===== src/rtl/bbmp_pkg.sv =====
// Package with the widths, types, register codes and state encoding of the box merge pass.
`timescale 1ns / 1ps
`default_nettype none

package bbmp_pkg;

  localparam int MAX_BOXES  = 32;
  localparam int COORD_BITS = 12;

  localparam int POS_W  = COORD_BITS;
  localparam int LEN_W  = COORD_BITS + 1;
  localparam int EXT_W  = COORD_BITS + 2;
  localparam int SUM_W  = EXT_W + 1;
  localparam int IDX_W  = $clog2(MAX_BOXES);
  localparam int CNT_W  = $clog2(MAX_BOXES + 1);

  localparam int EXP_W      = 8;
  localparam int MIN_KEEP_W = 12;
  localparam int KCMP_W     = (EXT_W > MIN_KEEP_W) ? EXT_W : MIN_KEEP_W;
  localparam int CFG_IDX_W  = 2;
  localparam int CFG_DATA_W = 12;

  localparam logic [CFG_IDX_W-1:0] CFG_EXPAND_X = 2'd0;
  localparam logic [CFG_IDX_W-1:0] CFG_EXPAND_Y = 2'd1;
  localparam logic [CFG_IDX_W-1:0] CFG_MIN_KEEP = 2'd2;

  localparam logic [EXP_W-1:0]      EXPAND_X_RST = 8'd20;
  localparam logic [EXP_W-1:0]      EXPAND_Y_RST = 8'd8;
  localparam logic [MIN_KEEP_W-1:0] MIN_KEEP_RST = 12'd10;

  // Table entries hold the right and bottom edges rather than the extents.
  typedef struct packed {
    logic [POS_W-1:0] x;
    logic [POS_W-1:0] y;
    logic [EXT_W-1:0] x2;
    logic [EXT_W-1:0] y2;
  } tbl_entry_t;

  typedef struct packed {
    logic [POS_W-1:0] x;
    logic [POS_W-1:0] y;
    logic [LEN_W-1:0] w;
    logic [LEN_W-1:0] h;
  } res_t;

  localparam int TBL_W = $bits(tbl_entry_t);

  typedef enum logic [2:0] {
    ST_IDLE,
    ST_ISSUE,
    ST_HEAD,
    ST_SCAN,
    ST_WB,
    ST_DONE
  } st_t;

endpackage

`default_nettype wire


===== src/rtl/bounding_box_merge_pass.sv =====
// Boxes are loaded while the block is idle; in_stall is high from the list end until the
// pass hands over its last result. Each box not yet absorbed is compared with every other
// box in the table, absorbs those its enlarged outline touches and is written back, the
// write-back waiting while a stalled output holds an earlier result. The single read port
// of the box table paces the pass, delivering one partner box per cycle to the overlap and
// union stage. Reset (synchronous, active low) empties the list, clears the used marks and
// the drop flag and restores the registers to their defaults; the box table is not cleared.
`timescale 1ns / 1ps
`default_nettype none

module bounding_box_merge_pass
  import bbmp_pkg::*;
(
  input  wire logic                  clk,
  input  wire logic                  rst_n,

  input  wire logic                  cfg_valid,
  output logic                       cfg_ready,
  input  wire logic [CFG_IDX_W-1:0]  cfg_index,
  input  wire logic [CFG_DATA_W-1:0] cfg_data,

  input  wire logic                  in_valid,
  output logic                       in_stall,
  input  wire logic [POS_W-1:0]      in_box_x,
  input  wire logic [POS_W-1:0]      in_box_y,
  input  wire logic [LEN_W-1:0]      in_box_w,
  input  wire logic [LEN_W-1:0]      in_box_h,
  input  wire logic                  in_list_end,

  output logic                       out_valid,
  input  wire logic                  out_stall,
  output logic [POS_W-1:0]           out_res_x,
  output logic [POS_W-1:0]           out_res_y,
  output logic [LEN_W-1:0]           out_res_w,
  output logic [LEN_W-1:0]           out_res_h,
  output logic                       out_run_last,
  output logic                       out_any_merged,
  output logic                       out_no_box,
  output logic                       out_overflowed
);

  st_t                   state_r, state_nxt;

  logic [EXP_W-1:0]      exp_x_r, exp_y_r;
  logic [MIN_KEEP_W-1:0] min_keep_r;

  logic [CNT_W-1:0]      cnt_r;
  logic                  drop_r;
  logic                  merged_r;
  logic [MAX_BOXES-1:0]  used_r;
  logic [CNT_W-1:0]      i_r;
  logic [CNT_W-1:0]      ja_r;
  logic                  cmp_v_r;
  logic [IDX_W-1:0]      cmp_j_r;
  tbl_entry_t            cur_r;
  logic                  pend_v_r;
  res_t                  pend_r;

  logic                  out_valid_r;
  res_t                  out_r;
  logic                  out_last_r, out_merged_r, out_nobox_r, out_ovf_r;
  logic                  out_load;

  logic [TBL_W-1:0]      mem [MAX_BOXES];
  logic [TBL_W-1:0]      rd_data_r;
  logic                  mem_we, mem_re;
  logic [IDX_W-1:0]      mem_wa, mem_ra;
  tbl_entry_t            mem_wd;
  tbl_entry_t            part;

  logic                  in_acc, has_room, out_free, wb_wait, keep;
  logic [POS_W-1:0]      lft, top;
  logic [SUM_W-1:0]      rgt_a, bot_a, rgt, bot;
  logic                  touch, merge_hit;
  tbl_entry_t            uni;
  logic [EXT_W-1:0]      cur_w, cur_h;
  res_t                  cur_res;

  assign cfg_ready = 1'b1;
  assign in_stall  = (state_r != ST_IDLE);
  assign in_acc    = in_valid && (state_r == ST_IDLE);
  assign has_room  = (cnt_r < CNT_W'(MAX_BOXES));
  assign out_free  = !out_valid_r || !out_stall;
  assign part      = tbl_entry_t'(rd_data_r);

  // Overlap test of the enlarged current box against the partner, and their union.
  always_comb begin
    lft   = (cur_r.x > part.x) ? cur_r.x : part.x;
    top   = (cur_r.y > part.y) ? cur_r.y : part.y;
    rgt_a = SUM_W'(cur_r.x2) + SUM_W'(exp_x_r);
    bot_a = SUM_W'(cur_r.y2) + SUM_W'(exp_y_r);
    rgt   = (rgt_a < SUM_W'(part.x2)) ? rgt_a : SUM_W'(part.x2);
    bot   = (bot_a < SUM_W'(part.y2)) ? bot_a : SUM_W'(part.y2);
    touch = (SUM_W'(lft) < rgt) && (SUM_W'(top) < bot);
    uni.x  = (cur_r.x < part.x) ? cur_r.x : part.x;
    uni.y  = (cur_r.y < part.y) ? cur_r.y : part.y;
    uni.x2 = (cur_r.x2 > part.x2) ? cur_r.x2 : part.x2;
    uni.y2 = (cur_r.y2 > part.y2) ? cur_r.y2 : part.y2;
  end

  assign merge_hit = (state_r == ST_SCAN) && cmp_v_r && touch;

  always_comb begin
    cur_w     = cur_r.x2 - EXT_W'(cur_r.x);
    cur_h     = cur_r.y2 - EXT_W'(cur_r.y);
    keep      = (KCMP_W'(cur_w) > KCMP_W'(min_keep_r)) &&
                (KCMP_W'(cur_h) > KCMP_W'(min_keep_r));
    cur_res.x = cur_r.x;
    cur_res.y = cur_r.y;
    cur_res.w = cur_w[LEN_W-1:0];
    cur_res.h = cur_h[LEN_W-1:0];
  end

  assign wb_wait  = keep && pend_v_r && !out_free;
  assign out_load = ((state_r == ST_WB) && !wb_wait && keep && pend_v_r) ||
                    ((state_r == ST_DONE) && out_free);

  always_ff @(posedge clk) begin
    if (!rst_n) begin
      state_r <= ST_IDLE;
    end else begin
      state_r <= state_nxt;
    end
  end

  always_comb begin
    state_nxt = state_r;
    mem_re    = 1'b0;
    mem_ra    = ja_r[IDX_W-1:0];
    mem_we    = 1'b0;
    mem_wa    = cnt_r[IDX_W-1:0];
    mem_wd.x  = in_box_x;
    mem_wd.y  = in_box_y;
    mem_wd.x2 = EXT_W'(in_box_x) + EXT_W'(in_box_w);
    mem_wd.y2 = EXT_W'(in_box_y) + EXT_W'(in_box_h);
    unique case (state_r)
      ST_IDLE: begin
        mem_we = in_acc && has_room;
        if (in_acc && in_list_end) begin
          state_nxt = ST_ISSUE;
        end
      end
      ST_ISSUE: begin
        if (i_r >= cnt_r) begin
          state_nxt = ST_DONE;
        end else if (!used_r[i_r[IDX_W-1:0]]) begin
          mem_re    = 1'b1;
          mem_ra    = i_r[IDX_W-1:0];
          state_nxt = ST_HEAD;
        end
      end
      ST_HEAD: begin
        mem_re    = 1'b1;
        state_nxt = ST_SCAN;
      end
      ST_SCAN: begin
        mem_re = (ja_r < cnt_r);
        if (ja_r >= cnt_r) begin
          state_nxt = ST_WB;
        end
      end
      ST_WB: begin
        mem_we = 1'b1;
        mem_wa = i_r[IDX_W-1:0];
        mem_wd = cur_r;
        if (!wb_wait) begin
          state_nxt = ST_ISSUE;
        end
      end
      ST_DONE: begin
        if (out_free) begin
          state_nxt = ST_IDLE;
        end
      end
      default: begin
        state_nxt = ST_IDLE;
      end
    endcase
  end

  always_ff @(posedge clk) begin
    if (mem_we) begin
      mem[mem_wa] <= mem_wd;
    end
    if (mem_re) begin
      rd_data_r <= mem[mem_ra];
    end
  end

  always_ff @(posedge clk) begin
    if (!rst_n) begin
      exp_x_r    <= EXPAND_X_RST;
      exp_y_r    <= EXPAND_Y_RST;
      min_keep_r <= MIN_KEEP_RST;
    end else if (cfg_valid) begin
      unique case (cfg_index)
        CFG_EXPAND_X: exp_x_r    <= cfg_data[EXP_W-1:0];
        CFG_EXPAND_Y: exp_y_r    <= cfg_data[EXP_W-1:0];
        CFG_MIN_KEEP: min_keep_r <= cfg_data[MIN_KEEP_W-1:0];
        default: begin
        end
      endcase
    end
  end

  always_ff @(posedge clk) begin
    if (!rst_n) begin
      cnt_r       <= '0;
      drop_r      <= 1'b0;
      merged_r    <= 1'b0;
      used_r      <= '0;
      i_r         <= '0;
      ja_r        <= '0;
      cmp_v_r     <= 1'b0;
      pend_v_r    <= 1'b0;
      out_valid_r <= 1'b0;
    end else begin
      if (out_load) begin
        out_valid_r <= 1'b1;
      end else if (!out_stall) begin
        out_valid_r <= 1'b0;
      end
      unique case (state_r)
        ST_IDLE: begin
          i_r <= '0;
          if (in_acc) begin
            if (has_room) begin
              cnt_r <= cnt_r + 1'b1;
            end else begin
              drop_r <= 1'b1;
            end
          end
        end
        ST_ISSUE: begin
          ja_r <= '0;
          if (i_r < cnt_r && used_r[i_r[IDX_W-1:0]]) begin
            i_r <= i_r + 1'b1;
          end
        end
        ST_HEAD: begin
          cur_r   <= part;
          cmp_v_r <= (ja_r != i_r);
          cmp_j_r <= ja_r[IDX_W-1:0];
          ja_r    <= ja_r + 1'b1;
        end
        ST_SCAN: begin
          if (merge_hit) begin
            cur_r            <= uni;
            used_r[cmp_j_r]  <= 1'b1;
            merged_r         <= 1'b1;
          end
          if (ja_r < cnt_r) begin
            cmp_v_r <= (ja_r != i_r);
            cmp_j_r <= ja_r[IDX_W-1:0];
            ja_r    <= ja_r + 1'b1;
          end else begin
            cmp_v_r <= 1'b0;
          end
        end
        ST_WB: begin
          if (!wb_wait) begin
            i_r <= i_r + 1'b1;
            if (keep) begin
              pend_r   <= cur_res;
              pend_v_r <= 1'b1;
              if (pend_v_r) begin
                out_r        <= pend_r;
                out_last_r   <= 1'b0;
                out_merged_r <= 1'b0;
                out_nobox_r  <= 1'b0;
                out_ovf_r    <= 1'b0;
              end
            end
          end
        end
        ST_DONE: begin
          if (out_free) begin
            out_r        <= pend_v_r ? pend_r : '0;
            out_last_r   <= 1'b1;
            out_merged_r <= merged_r;
            out_nobox_r  <= !pend_v_r;
            out_ovf_r    <= drop_r;
            cnt_r        <= '0;
            drop_r       <= 1'b0;
            merged_r     <= 1'b0;
            used_r       <= '0;
            pend_v_r     <= 1'b0;
            i_r          <= '0;
          end
        end
        default: begin
        end
      endcase
    end
  end

  assign out_valid      = out_valid_r;
  assign out_res_x      = out_r.x;
  assign out_res_y      = out_r.y;
  assign out_res_w      = out_r.w;
  assign out_res_h      = out_r.h;
  assign out_run_last   = out_last_r;
  assign out_any_merged = out_merged_r;
  assign out_no_box     = out_nobox_r;
  assign out_overflowed = out_ovf_r;

`ifndef ASSERT_OFF
  a_cnt_bound: assert property (@(posedge clk) disable iff (!rst_n)
    cnt_r <= CNT_W'(MAX_BOXES))
    else $error("box count exceeds table depth");

  a_no_self: assert property (@(posedge clk) disable iff (!rst_n)
    cmp_v_r |-> (CNT_W'(cmp_j_r) != i_r))
    else $error("box compared with itself");

  a_pass_clear: assert property (@(posedge clk) disable iff (!rst_n)
    (state_r == ST_DONE && out_free) |=> (cnt_r == '0 && used_r == '0 && !pend_v_r))
    else $error("list state not cleared after the pass");

  a_nobox_last: assert property (@(posedge clk) disable iff (!rst_n)
    (out_valid && out_no_box) |-> out_run_last)
    else $error("empty result is not the last transfer of the pass");
`endif

endmodule

`default_nettype wire


===== config.mk =====
export PLATFORM = sky130hd
export DESIGN_NAME = bounding_box_merge_pass
export DESIGN_NICKNAME = d
export VERILOG_FILES = /design/src/rtl/bbmp_pkg.sv /design/src/rtl/bounding_box_merge_pass.sv
export SDC_FILE = /design/constraint.sdc
export NUM_CORES = 2
export LEC_CHECK = 0
export BUFFER_PORTS_ARGS = -buffer_cell sky130_fd_sc_hd__buf_2
export CAP_MARGIN = 20
export CORE_ASPECT_RATIO = 1.25
export CORE_UTILIZATION = 25
export CTS_CLUSTER_DIAMETER = 30
export DETAILED_ROUTE_END_ITERATION = 7
export SYNTH_ARGS = -nofsm -noshare
export SYNTH_HDL_FRONTEND = slang
export SYNTH_SLANG_ARGS = --single-unit

===== constraint.sdc =====
create_clock -name clk -period 7 [get_ports clk]
set_input_delay 1.4 -clock clk [delete_from_list [all_inputs] [get_ports clk]]
set_output_delay 1.4 -clock clk [all_outputs]
set_load 0.03 [all_outputs]

==> out/metrics.cfg <==
[status]
outcome=finished, final reports clean

[detailed_routing]
routed_wl_um=252000
drt_pre_antenna_iters=6
vias_per_cell=4.81
ant_nets=0
drc=0
num_vias=55058
wl_per_cell_um=22.0
drt_iter0_drc=5364

[yosys]
synth_edf_count=1877
synth_top_area_share_pct=67.9
yosysWarnings=0
synth-async-reset-ratio_pct=0
ys_seq_area_share_pct=69.9
syn_avg_cell_area_um2=12.7
syn_inst=6531
netlist_area_um2=83100
synth_nets=6810
yosysUniqueCellTypes=73
synth-seq-cells=1963
yosys.area.top_type=edfxtp_1
synth_ff_type=edfxtp_1
synth_area_leaders=edfxtp_1, nand2_1, nand3_1, ha_1, dfxtp_1

[power]
power_density_nw_per_um2=315
p_leak_nw=34.7
ir_drop_mv=0.203

[sta]
slew_violations=0
fin_ws_ns=0.418
slew_headroom_pct=21.8
fin_tns_setup_ns=0
fin_crit_ns=6.58
worst_hold_slack_ns=0.450
fmax_mhz=152
hold_viol=0
fin_crit_sh_pct=94.0
setup_violations=0
tightest_slew_ns=1.17
rsz0062_at_grt=false
fin_skew_ns=0.0559

[die]
die_height_um=646
start_util_pct=25.1
ios=127
die_area_um2=335000
die_x_um=518
design.core.area_um2=330000
rows=236

[finish]
nets=7102
final_layout_size_suffix_gt1_share_pct=13.5
area_delta_synth_final_pct=20.7

[clock_network]
post-cts-setup-buffers=0
clk_pin_slew_ns=0.05
cts_tree=yes
htreeDepth=5
clock-sinks=1963
cts_hold_buffers=0
insertion_delay_ns=0.83
cts_buffer_depth=4
cts_resized=0
cts_buffers=281
cts-root-buf=clkbuf_16

[worst_setup_path]
cp_top_family=compound AO/OA/AOI/OAI gates
critPathArrivalTime_ns=7.06
path_common_cell=a21oi_1
r2r_slack_ns=0.42
slowest_stage=edfxtp_1
slowest_delay_ns=0.51
critPathRequiredTime_ns=7.48
endpoint_kind=flip-flop
path_max_fanout=11
critPathKind=flip-flop to flip-flop
setup.worst_path.start_class=flip-flop
crit_buf_inv=2

[grt]
grt-ovfl-total=0
grt_max_degree=116
grt_pass1_vias=53632
antenna_found_initial=8
track_usage_pct=14.5
grt_pass1_wl_um=365000

[place]
globalplace.congestion=0.865
dp_hpwl_um=151000
pre_cts_ws_ns=0.349
port_buffers=125

[run]
cap_violations=0

[min_path]
hold_path_class=flip-flop to flip-flop

## worst paths after layout
path	start	end	cells after the start
max	cur_r[15]	cur_r[13]	26
min	used_r[2]	used_r[2]	2
min reg2reg	used_r[2]	used_r[2]	2
max reg2reg	cur_r[15]	cur_r[13]	26
## worst min-delay path, delay by kind of cell (launching register included)
family          cells  cell delay (ns)
flops               1             0.32
compound gates      1             0.05
simple gates        1             0.04
## area by class of cell
cell class                      instances  area [um2]
Clock buffer                          312        7390
Multi-Input combinational cell       4068       23600
Tap cell                             4403        5510
Fill cell                           32694      230000
Timing Repair Buffer                  361        3020
Inverter                              148         556
Antenna cell                            3        7.51
Clock inverter                        194        2090
Sequential cell                      1963       58100
## cells in the final DEF (no fill, tap or decap), drive strengths merged, types with 136 or more instances in the layout
cell,Yosys,layout
edfxtp,1877,1877
nand2,1745,1745
nand3,540,540
buf,210,361
clkbuf,142,312
inv,148,220
ha,203,203
a21oi,168,168
nor2,160,160
mux2i,156,156
o21ai,144,144
nand4,136,136
## sequential cells by signal, indices dropped and copies added (netlist names), 3 cells and up
signal	flops
i_r	6
cmp_j_r	5
out_res_w	13
ja_r	6
mem	1664
cnt_r	6
out_res_y	12
part	52
state_r	3
out_res_h	13
pend_r	50
used_r	32
out_res_x	12
min_keep_r	12
exp_y_r	8
cur_r	52
exp_x_r	8
## Yosys cell counts (6+ instances only)
cell type  instances
a211oi_1          17
a21boi_0         110
a21o_1            26
a21oi_1          168
a221o_1           51
a22o_1            12
a31oi_1           13
a32oi_1          107
and2_1             9
and3_1            17
and4_1             6
buf_1             39
buf_2            156
buf_4              8
buf_6              7
clkbuf_1         142
dfxtp_1           86
edfxtp_1        1877
fa_1               6
ha_1             203
inv_1            148
mux2i_1          154
nand2_1         1745
nand2b_1          22
nand3_1          540
nand3b_1          56
nand4_1          136
nand4b_1           6
nor2_1           160
nor2b_1           70
nor3_1            20
nor4_1            59
o211ai_1          13
o21a_1            24
o21ai_0          140
o31a_1             7
o31ai_1            9
or3_1              6
or4_1              6
xnor2_1           41
xor2_1            31
## cells by family after synthesis
logic type      Yosys count  synth area share, %
xor+xnor                 72                0.759
compound gates          749                 6.25
mux                     160                 2.00
fa+ha+maj               209                 3.20
other cells               1              0.00451
simple gates           2877                 15.3
flops                  1963                 69.9
buf+inv                 500                 2.59
## report_power, final
| part | internal, mW | total (mW) | switching, mW | leakage, nW |
|---|---|---|---|---|
| sequential | 13.7 | 13.9 | 0.188 | 17.6 |
| clock | 8.61 | 14.2 | 5.57 | 4.59 |
| combinational | 1.02 | 3.58 | 2.56 | 12.5 |
| total | 23.3 | 31.6 | 8.32 | 34.7 |
## metrics by stage
stage / util, % / instance area (um2) / std cells / total power [mW]
5_1_grt: 30.3 / 100000 / 11450 / 32.5
2_1_floorplan: - / 83100 / 6531 / 15.9
3_5_place_dp: 27.4 / 90600 / 10935 / 17.6
3_3_place_gp: 27.4 / 90600 / 10933 / 17.5
4_1_cts: 30.3 / 100000 / 11441 / 31.7
6_report: 30.3 / 100000 / 11452 / 31.6
## per-layer routing
metal | vias to the layer above | part of all wire, % | GRT usage, %
li1 | 24652 | - | -
met2 | 2238 | 50 | 25.9
met3 | 491 | 6.8 | 2.03
met4 | 4 | 3.9 | 5.82
met1 | 27673 | 39 | 17.5
met5 | - | 0.0091 | 0
No activity file was read; power rests on OpenSTA's default activity.
